<file path="src/rightmost_substring_search_assert.svh">
// Assertion macros used by the search block's back end.
`ifndef RIGHTMOST_SUBSTRING_SEARCH_ASSERT_SVH
`define RIGHTMOST_SUBSTRING_SEARCH_ASSERT_SVH

// cond must hold at every clock edge outside reset
`define RSS_ASSERT_ALWAYS(label, clk, rst, cond, msg) \
  label: assert property (@(posedge clk) disable iff (rst) (cond)) else $error(msg);

// cons must hold at every edge where ante holds
`define RSS_ASSERT_IMPLIES(label, clk, rst, ante, cons, msg) \
  label: assert property (@(posedge clk) disable iff (rst) (ante) |-> (cons)) \
    else $error(msg);

`endif

</file>
<file path="src/rss_pkg.sv">
// Types and constants of the rightmost substring search block.
package rss_pkg;

  localparam int BYTE_W      = 8;
  localparam int POS_W       = 7;
  localparam int QUEUE_DEPTH = 2;
  localparam int QPTR_W      = (QUEUE_DEPTH > 1) ? $clog2(QUEUE_DEPTH) : 1;
  localparam int QCNT_W      = $clog2(QUEUE_DEPTH + 1);

  // item class: {is_text, has_byte}
  typedef enum logic [1:0] {
    OP_PAT_MARK  = 2'b00,
    OP_PAT_BYTE  = 2'b01,
    OP_TEXT_MARK = 2'b10,
    OP_TEXT_BYTE = 2'b11
  } op_t;

  typedef struct packed {
    op_t               op;
    logic              last;
    logic [BYTE_W-1:0] data;
  } q_item_t;

endpackage

</file>
<file path="src/rss_in_if.sv">
// Input channel: pattern and text items.
interface rss_in_if;
  logic                      valid;
  logic                      ready;
  logic                      command;
  logic [rss_pkg::BYTE_W-1:0] data_byte;
  logic                      byte_valid;
  logic                      last;

  modport source (output valid, command, data_byte, byte_valid, last, input ready);
  modport sink   (input valid, command, data_byte, byte_valid, last, output ready);
endinterface

</file>
<file path="src/rss_out_if.sv">
// Result channel: match flag, position and overflow.
interface rss_out_if;
  logic                      valid;
  logic                      ready;
  logic                      found;
  logic [rss_pkg::POS_W-1:0] position;
  logic                      overflow;

  modport source (output valid, found, position, overflow, input ready);
  modport sink   (input valid, found, position, overflow, output ready);
endinterface

</file>
<file path="src/rss_front.sv">
// Front end: accepts items, classifies them and queues them for the back end.
module rss_front (
  input  logic             clk,
  input  logic             rst,
  rss_in_if.sink           request,
  output rss_pkg::q_item_t head,
  output logic             head_valid,
  input  logic             pop
);

  rss_pkg::q_item_t            queue [rss_pkg::QUEUE_DEPTH];
  logic [rss_pkg::QPTR_W-1:0]  wptr;
  logic [rss_pkg::QPTR_W-1:0]  rptr;
  logic [rss_pkg::QCNT_W-1:0]  count;
  logic                        push;
  rss_pkg::q_item_t            incoming;

  function automatic logic [rss_pkg::QPTR_W-1:0] bump(input logic [rss_pkg::QPTR_W-1:0] p);
    if (p == rss_pkg::QPTR_W'(rss_pkg::QUEUE_DEPTH - 1)) begin
      return '0;
    end
    return p + rss_pkg::QPTR_W'(1);
  endfunction

  always_comb begin
    incoming.op   = rss_pkg::op_t'({request.command, request.byte_valid});
    incoming.last = request.last;
    incoming.data = request.data_byte;
  end

  assign request.ready = (count != rss_pkg::QCNT_W'(rss_pkg::QUEUE_DEPTH));
  assign push          = request.valid && request.ready;
  assign head_valid    = (count != '0);
  assign head          = queue[rptr];

  always_ff @(posedge clk) begin
    if (rst) begin
      wptr  <= '0;
      rptr  <= '0;
      count <= '0;
    end else begin
      if (push) begin
        wptr <= bump(wptr);
      end
      if (pop) begin
        rptr <= bump(rptr);
      end
      if (push && !pop) begin
        count <= count + rss_pkg::QCNT_W'(1);
      end else if (pop && !push) begin
        count <= count - rss_pkg::QCNT_W'(1);
      end
    end
  end

  always_ff @(posedge clk) begin
    if (push) begin
      queue[wptr] <= incoming;
    end
  end

endmodule

</file>
<file path="src/rss_back.sv">
// Back end: pattern shift line, text window, parallel compare and result register.
`include "rightmost_substring_search_assert.svh"

module rss_back #(
  parameter int MAX_TEXT    = 128,
  parameter int MAX_PATTERN = 16
) (
  input  logic             clk,
  input  logic             rst,
  input  rss_pkg::q_item_t head,
  input  logic             head_valid,
  output logic             pop,
  rss_out_if.source        result
);

  localparam int LW = $clog2(MAX_PATTERN + 1);
  localparam int CW = $clog2(MAX_TEXT + 1);
  localparam int SW = (CW > rss_pkg::POS_W) ? CW : rss_pkg::POS_W;

  // pattern held newest byte first, so pat[j] lines up with win[j]
  logic [rss_pkg::BYTE_W-1:0] pat [MAX_PATTERN];
  logic [rss_pkg::BYTE_W-1:0] win [MAX_PATTERN];
  logic [rss_pkg::BYTE_W-1:0] win_new [MAX_PATTERN];

  logic [LW-1:0]            plen, plen_next, plen_base;
  logic                     popen, popen_next;
  logic [CW-1:0]            count, count_next;
  logic                     match_found, match_found_next;
  logic [rss_pkg::POS_W-1:0] match_start, match_start_next;
  logic                     overflow_seen, overflow_seen_next;

  logic                     rvalid, rvalid_next;
  logic                     rfound, rfound_next;
  logic [rss_pkg::POS_W-1:0] rpos, rpos_next;
  logic                     rovf, rovf_next;

  logic                     is_emit, pat_shift, win_shift, hit;
  logic [MAX_PATTERN-1:0]   eq;
  logic [SW-1:0]            diff;

  always_comb begin
    for (int j = 0; j < MAX_PATTERN; j++) begin
      win_new[j] = (j == 0) ? head.data : win[(j == 0) ? 0 : j - 1];
      eq[j]      = (win_new[j] == pat[j]) || (j >= int'(plen));
    end
  end

  always_comb begin
    plen_next          = plen;
    popen_next         = popen;
    count_next         = count;
    match_found_next   = match_found;
    match_start_next   = match_start;
    overflow_seen_next = overflow_seen;
    rvalid_next        = rvalid && !result.ready;
    rfound_next        = rfound;
    rpos_next          = rpos;
    rovf_next          = rovf;
    pat_shift          = 1'b0;
    win_shift          = 1'b0;
    hit                = 1'b0;
    diff               = '0;
    plen_base          = popen ? plen : '0;

    is_emit = head.last && (head.op == rss_pkg::OP_TEXT_BYTE ||
                            head.op == rss_pkg::OP_TEXT_MARK);
    pop     = head_valid && (!is_emit || !rvalid || result.ready);

    if (pop) begin
      unique case (head.op)
        rss_pkg::OP_PAT_MARK, rss_pkg::OP_PAT_BYTE: begin
          if (!popen) begin
            plen_next          = '0;
            count_next         = '0;
            match_found_next   = 1'b0;
            match_start_next   = '0;
            overflow_seen_next = 1'b0;
          end
          if (head.op == rss_pkg::OP_PAT_BYTE) begin
            if (plen_base < LW'(MAX_PATTERN)) begin
              pat_shift = 1'b1;
              plen_next = plen_base + LW'(1);
            end else begin
              overflow_seen_next = 1'b1;
            end
          end
          popen_next = !head.last;
        end
        rss_pkg::OP_TEXT_MARK, rss_pkg::OP_TEXT_BYTE: begin
          popen_next = 1'b0;
          if (head.op == rss_pkg::OP_TEXT_BYTE) begin
            if (count < CW'(MAX_TEXT)) begin
              win_shift  = 1'b1;
              count_next = count + CW'(1);
              hit = (plen != '0) && (int'(count_next) >= int'(plen)) && (&eq);
              if (hit) begin
                diff             = SW'(count_next) - SW'(plen);
                match_found_next = 1'b1;
                match_start_next = diff[rss_pkg::POS_W-1:0];
              end
            end else begin
              overflow_seen_next = 1'b1;
            end
          end
          if (head.last) begin
            rvalid_next        = 1'b1;
            rfound_next        = match_found_next;
            rpos_next          = match_found_next ? match_start_next : '0;
            rovf_next          = overflow_seen_next;
            count_next         = '0;
            match_found_next   = 1'b0;
            match_start_next   = '0;
            overflow_seen_next = 1'b0;
          end
        end
        default: begin
        end
      endcase
    end
  end

  always_ff @(posedge clk) begin
    if (rst) begin
      plen          <= '0;
      popen         <= 1'b0;
      count         <= '0;
      match_found   <= 1'b0;
      match_start   <= '0;
      overflow_seen <= 1'b0;
      rvalid        <= 1'b0;
    end else begin
      plen          <= plen_next;
      popen         <= popen_next;
      count         <= count_next;
      match_found   <= match_found_next;
      match_start   <= match_start_next;
      overflow_seen <= overflow_seen_next;
      rvalid        <= rvalid_next;
    end
  end

  always_ff @(posedge clk) begin
    rfound <= rfound_next;
    rpos   <= rpos_next;
    rovf   <= rovf_next;
    if (pat_shift) begin
      for (int j = 0; j < MAX_PATTERN; j++) begin
        pat[j] <= (j == 0) ? head.data : pat[(j == 0) ? 0 : j - 1];
      end
    end
    if (win_shift) begin
      for (int j = 0; j < MAX_PATTERN; j++) begin
        win[j] <= win_new[j];
      end
    end
  end

  assign result.valid    = rvalid;
  assign result.found    = rfound;
  assign result.position = rpos;
  assign result.overflow = rovf;

  `RSS_ASSERT_ALWAYS(a_plen_bound, clk, rst, int'(plen) <= MAX_PATTERN, "pattern length past bound")
  `RSS_ASSERT_ALWAYS(a_count_bound, clk, rst, int'(count) <= MAX_TEXT, "text count past bound")
  `RSS_ASSERT_IMPLIES(a_match_sane, clk, rst, match_found,
                      plen != '0 && int'(count) >= int'(plen), "match with too short text")
  `RSS_ASSERT_IMPLIES(a_pos_zero, clk, rst, rvalid && !rfound, rpos == '0,
                      "position set without a match")

endmodule

</file>
<file path="src/rightmost_substring_search.sv">
// Top level of the rightmost substring search block.
//
//   channel   role    payload
//   request   sink    command, data_byte, byte_valid, last
//   result    source  found, position, overflow
//
// One item per cycle is sustained, text bytes included, while the result is not
// stalled, since the whole window is compared in parallel. A request passes
// through the two-entry queue and then the result register. Reset is synchronous;
// it clears lengths, counters, flags and the queue; pattern and window bytes are
// not cleared. A stalled result holds text items that end a string at the head
// of the queue, and the items queued behind them; other items keep flowing while
// the queue has room.
module rightmost_substring_search #(
  parameter int MAX_TEXT    = 128,
  parameter int MAX_PATTERN = 16
) (
  input logic        clk,
  input logic        rst,
  rss_in_if.sink     request,
  rss_out_if.source  result
);

  rss_pkg::q_item_t head;
  logic             head_valid;
  logic             pop;

  rss_front u_front (
    .clk        (clk),
    .rst        (rst),
    .request    (request),
    .head       (head),
    .head_valid (head_valid),
    .pop        (pop)
  );

  rss_back #(
    .MAX_TEXT    (MAX_TEXT),
    .MAX_PATTERN (MAX_PATTERN)
  ) u_back (
    .clk        (clk),
    .rst        (rst),
    .head       (head),
    .head_valid (head_valid),
    .pop        (pop),
    .result     (result)
  );

endmodule

</file>
<file path="src/flat_wrapper.sv">
// flat-port wrapper written by rule: the top's interface ports become plain ports
module rightmost_substring_search_flat 
#(
  parameter int MAX_TEXT    = 128,
  parameter int MAX_PATTERN = 16
)
  (clk, rst, request_valid, request_command, request_data_byte, request_byte_valid, request_last, request_ready, result_valid, result_found, result_position, result_overflow, result_ready);
  rss_in_if request_i ();
  rss_out_if result_i ();
  input logic clk;
  input logic rst;
  input wire logic [$bits(request_i.valid)-1:0] request_valid;
  input wire logic [$bits(request_i.command)-1:0] request_command;
  input wire logic [$bits(request_i.data_byte)-1:0] request_data_byte;
  input wire logic [$bits(request_i.byte_valid)-1:0] request_byte_valid;
  input wire logic [$bits(request_i.last)-1:0] request_last;
  output wire logic [$bits(request_i.ready)-1:0] request_ready;
  output wire logic [$bits(result_i.valid)-1:0] result_valid;
  output wire logic [$bits(result_i.found)-1:0] result_found;
  output wire logic [$bits(result_i.position)-1:0] result_position;
  output wire logic [$bits(result_i.overflow)-1:0] result_overflow;
  input wire logic [$bits(result_i.ready)-1:0] result_ready;
  assign request_i.valid = request_valid;
  assign request_i.command = request_command;
  assign request_i.data_byte = request_data_byte;
  assign request_i.byte_valid = request_byte_valid;
  assign request_i.last = request_last;
  assign request_ready = request_i.ready;
  assign result_valid = result_i.valid;
  assign result_found = result_i.found;
  assign result_position = result_i.position;
  assign result_overflow = result_i.overflow;
  assign result_i.ready = result_ready;
  rightmost_substring_search #(.MAX_TEXT(MAX_TEXT), .MAX_PATTERN(MAX_PATTERN)) u_core (.clk(clk), .rst(rst), .request(request_i), .result(result_i));
endmodule
</file>
<file path="config.mk">
export PLATFORM = sky130hd
export DESIGN_NAME = rightmost_substring_search_flat
export DESIGN_NICKNAME = d
export VERILOG_FILES = /design/src/rss_pkg.sv /design/src/rss_in_if.sv /design/src/rss_out_if.sv /design/src/rss_front.sv /design/src/rss_back.sv /design/src/rightmost_substring_search.sv /design/src/flat_wrapper.sv
export VERILOG_INCLUDE_DIRS = /design/src /design/src/src
export SDC_FILE = /design/constraint.sdc
export NUM_CORES = 1
export LEC_CHECK = 0
export ABC_AREA = 1
export BUFFER_PORTS_ARGS = -buffer_cell sky130_fd_sc_hd__buf_4
export CORE_AREA = 8 8 192 285
export CTS_CLUSTER_DIAMETER = 40
export DETAILED_ROUTE_END_ITERATION = 6
export DIE_AREA = 0 0 200 293
export GPL_TIMING_DRIVEN = 0
export MAX_ROUTING_LAYER = met4
export PLACE_DENSITY_LB_ADDON = 0.15
export SLEW_MARGIN = 5
export SYNTH_ARGS = -nofsm -noshare
export SYNTH_HDL_FRONTEND = slang
export SYNTH_HIERARCHICAL = 1
export SYNTH_SLANG_ARGS = --single-unit
</file>
<file path="constraint.sdc">
create_clock -name clk -period 11.9 [get_ports clk]
set_input_delay 0.595 -clock clk [delete_from_list [all_inputs] [get_ports clk]]
set_output_delay 0.595 -clock clk [all_outputs]
set_load 0.05 [all_outputs]
</file>
# Word level (Yosys, flattened, before mapping)

Memories as Yosys holds them, arrays and structs flattened. A register that Yosys moved wholly into a read port is not among the register bits.
Index checks and enable logic that the tools add are counted.

Flip-flop bits (word level): 37
RAM bits: 278
Bits of input ports: 15
Output and inout port bits: 11
Word-level logic and storage cells: 170
Memories: 3

Memory list:

| name                 | depth | bits a word | rd ports | clocked after Yosys merged registers in | wr ports | RTL line        | text |
|---|---|---|---|---|---|---|---|
| u_core.u_back.pat    | 16    | 8           | 16       | 0                                       | 16       | rss_back.sv:21  | `logic [rss_pkg::BYTE_W-1:0] pat [MAX_PATTERN];` |
| u_core.u_back.win    | 16    | 8           | 15       | 0                                       | 16       | rss_back.sv:22  | `logic [rss_pkg::BYTE_W-1:0] win [MAX_PATTERN];` |
| u_core.u_front.queue | 2     | 11          | 1        | 1                                       | 1        | rss_front.sv:11 | `rss_pkg::q_item_t queue [rss_pkg::QUEUE_DEPTH];` |

Add/subtract/negate cells: 7
Magnitude comparators: 19
Equality and inequality tests: 23
Mux-type cells: 61
Reduce and logical (&&, ||, !) cells: 44

Operator list:

| operator                                            | number |
|---|---|
| == test 8 bit                                       | 16 |
| two-way mux 1 bit                                   | 42 |
| >= comparator 4 x 5 -> 1 bit (first input constant) | 8 |
| two-way mux 7 bit                                   | 5 |
| two-way mux 8 bit                                   | 4 |
| >= comparator 3 x 5 -> 1 bit (first input constant) | 4 |
| logical OR 1 bit                                    | 19 |
| case mux 8 bit (2 select lines)                     | 1 |
| AND reduction 16 bit                                | 1 |
| two-way mux 5 bit                                   | 3 |
| case mux 7 bit (2 select lines)                     | 1 |
| >= comparator 1 x 5 -> 1 bit (first input constant) | 2 |
| >= comparator 2 x 5 -> 1 bit (first input constant) | 2 |
| adder 8 x 1 -> 8 bit (second input constant)        | 1 |
| >= comparator 8 x 5 -> 1 bit                        | 1 |
| logical AND 1 bit                                   | 8 |
| less-than comparator 8 bit (second input constant)  | 1 |
| subtractor 7 x 5 -> 7 bit                           | 1 |
| logical NOT 1 bit                                   | 6 |
| != test 3 bit (second input constant)               | 2 |
| case mux 1 bit (2 select lines)                     | 3 |
| adder 5 x 1 -> 5 bit (second input constant)        | 1 |
| less-than comparator 5 bit (second input constant)  | 1 |
| nonzero test 5 bit                                  | 1 |
| other kinds (13)                                    | 20 |

# Logic depth before layout (Yosys ltp)

Depth in word-level cells: 12
Depth in mapped cells: 16
Mapped depth without buffers: 16

# Hierarchy

Netlist, hierarchy kept.

By module, submodules not included:

| module    | instances | cells each | area each (sq um) | seq. area each (sq um) |
|---|---|---|---|---|
| rss_back  | 1         | 906        | 11415.9           | 8197.9 |
| rss_front | 1         | 69         | 1048.5            | 760.7 |

# Least setup slack after synthesis

No wires, ideal clock.

Path type: flip-flop to flip-flop
Start: reg with a tool-made name
End: mem u_core/u_back/pat[0][0] (netlist bit) (enable)
Library setup time: 0.617 ns
Arrival time: 6.587 ns
Required time: 11.283 ns
Path slack: 4.696 ns
Stages on the path, launching flop included: 8
Path buffers: 1
Clock period less this slack: 7.204 ns
Cells stage by stage: dfxtp_1 > buf_6 > mux2_2 > inv_1 > nand2_1 > nor2_1 > inv_1 > nor2_1

RTL lines:

| element       | RTL line |
|---|---|
| end, declared | rss_back.sv:21 |

==> reports/qor.yml <==
status:
  outcome: "finished, final reports clean"
synthesis:
  syn_inst: 975
  syn_avg_cell_area_sq_um: 12.8
  ys.warnings.count: 6
  yosysTopAreaCell: "edfxtp_1"
  syn-num-nets: 999
  ys_types: 38
  yosys.area.top_type_share_pct: 67.2
  mappedNetlistArea_sq_um: 12500
  ys_seq_area_share_pct: 71.9
  ys_seq_elements: 308
  yosys-top-cells-area: "edfxtp_1 67%, nand2_1 7.2%, xnor2_1 7.1%, dfxtp_1 4.7%, inv_1 3.0%"
clocking:
  h-tree-depth: 2
  cts_made_buffers: 47
  clkTransAtPathRegs_ps: 50
  holdBufCountCts: 0
  cts_setup_buffers: 0
  clockRootBuffer: "clkbuf_16"
  tritoncts: "yes"
  post_cts_resized: 0
  cts_max_path_buffers: 3
  clock_latency_ps: 540
  cts_sinks: 308
timing:
  fmax_mhz: 316
  fin_crit_sh_pct: 26.6
  setup_tns_ps: 0
  setup_viol: 0
  worst_pin_slew_ps: 1100
  period_minus_slack_ps: 3170
  hold_viol_final: 0
  rsz0062_at_grt: "no"
  fin_skew_ps: 24.2
  max_slew_margin_pct: 26.3
  maxSlewViolCount: 0
setup_path:
  path_delay_family: "buffers and inverters"
  cpMostUsedCell: "buf_12"
  crit_path_max_fanout: 27
  end_kind: "register"
  crit_chain: "buf_6 > mux2_2 > nand2_1 > inv_1 > a21oi_2 > inv_1 > nor2_4 > buf_12 > buf_12 > buf_12"
  startpoint_type: "register"
  max_stage_delay_ps: 630
  rrSetupSlack_ps: 8730
  cp_slowest_cell: "nor2_4"
  critical_path_class: "register to register"
  cp_num_buf_inv: 6
  crit_arrival_ps: 3390
  crit_required_ps: 12130
finish:
  mostFrequentLayoutCells: "279 x edfxtp_1, 238 x nand2_1, 101 x xnor2_1"
  final_common_cell: "edfxtp_1"
  diodes: 0
  fin_cells: 1764
  syn2layout_area_growth_pct: 23.2
  nets: 1082
  drive_above_1_share_pct: 13.7
floorplan:
  initial_core_util_pct: 24.7
  fp.dieH_um: 293
  core_sq_um: 50400
  ios: 26
  dieArea_sq_um: 58600
  die_w_um: 200
  rows: 101
pwr:
  p_sw_share_pct: 28.7
  pwr-share-comb_pct: 19.9
  power.share.sequential_pct: 42.2
  power_density_nw_per_um2: 245
  p_switching_w: 0.00108
  peakVddDrop_uv: 118
  intPower_w: 0.00268
  power.share.clock_pct: 38.0
  p_leak_nw: 5.56
grt:
  grt_pass1_wl_um: 36200
  antenna_found_initial: 0
  met3_usage_pct: 1.83
  grtUsageMet1_pct: 8.17
  grt-ovfl-total: 0
  grtUsageMet2_pct: 15.0
  grt_max_degree: 29
  grt_use_total_pct: 8.13
  grt_busiest_layer: "met2"
  first_global_vias: 7068
placement:
  dp_hpwl_um: 15300
  portBuffers: 25
  placedCellCount: 1678
  gp_congestion: 0.736
drt:
  drt_wl_total_um: 22600
  antenna_left: 0
  drc: 0
  firstDrtPassIters: 4
  vias: 6797
  viasPerCell: 3.85
  wl_per_cell_um: 12.8
  drt-initial-drc-count: 258
min_path:
  min_path_type: "input port to register"
flow_run:
  drv_cap: 0
worst paths after layout:
path | end | startpoint | cells after the start
max | u_core/u_back/win[1][3]$_DFFE_PP_ | register | 10
min | u_core/u_front/queue[1][9]$_DFFE_PP_ | request_byte_valid | 1
max reg2reg | u_core/u_back/win[1][3]$_DFFE_PP_ | register | 10
min reg2reg | u_core/u_back/pat[1][48]$_DFFE_PP_ | u_core/u_back/pat[1][40]$_DFFE_PP_ | 0
sequential cells by signal, summed over array words and instances (netlist names), 2 cells and up, named ones only:
register                       flops
u_core/u_front/queue              22
u_core/u_back/count                8
u_core/u_back/win                120
u_core/u_back/plen                 5
u_core/u_back/result.position      7
u_core/u_back/pat                128
u_core/u_back/match_start          7
u_core/u_front/count               2
per-stage QoR:
step	total power, W	util, %	setup WS, ps	area (sq um)	hold slack, ps
2_1_floorplan	0.00215	-	4700	12500	445
6_report	0.00376	30.5	8730	15400	245
5_1_grt	0.00398	30.5	8410	15400	209
4_1_cts	0.00384	30.5	8610	15400	204
3_5_place_dp	0.00238	27.2	8640	13700	455
3_3_place_gp	0.00239	26.8	725	13500	449
Yosys cell counts (all sizes together):
cell type,count
nor3,3
nand2,242
xnor2,101
o21bai,3
nand4,3
nand3,22
a2bb2oi,1
clkinv,3
o21ai,14
inv,100
nand3b,1
clkbuf,3
xor2,13
buf,3
nor2,96
a31oi,2
a211oi,1
ha,8
fa,1
o211ai,1
edfxtp,279
mux2,11
o311ai,1
dfxtp,29
a21oi,34
metal layers:
| layer | routed length, um | share of wire [%] |
|---|---|---|
| met4 | 648 | 2.9 |
| met5 | 0 | 0 |
| met1 | 8880 | 39 |
| met3 | 793 | 3.5 |
| met2 | 12200 | 54 |
area by class of cell:
type / count / area [sq um]
Fill cell: 5055 / 35100
Sequential cell: 308 / 8960
Multi-Input combinational cell: 558 / 3090
Clock buffer: 55 / 1260
Tap cell: 669 / 837
Clock inverter: 31 / 407
Inverter: 103 / 388
Timing Repair Buffer: 34 / 375
Buffer: 6 / 41.3
power by group through the flow:
| stage | sequential [W] | clock (W) | combinational, W |
|---|---|---|---|
| after detailed placement | 0.00161 | 0 | 0.000775 |
| after floorplan | 0.00165 | 0 | 0.000503 |
| after global placement | 0.00168 | 0 | 0.000710 |
| after global routing | 0.00161 | 0.00152 | 0.000850 |
| final | 0.00159 | 0.00143 | 0.000746 |
| after CTS | 0.00159 | 0.00148 | 0.000777 |
cells by family after synthesis:
family,share of synthesized area [%]
compound gates,2.62
xor+xnor,8.01
flops,71.9
mux,0.994
fa+ha+maj,0.964
simple gates,12.1
buf+inv,3.44
Power figures use the tool's default switching activity.
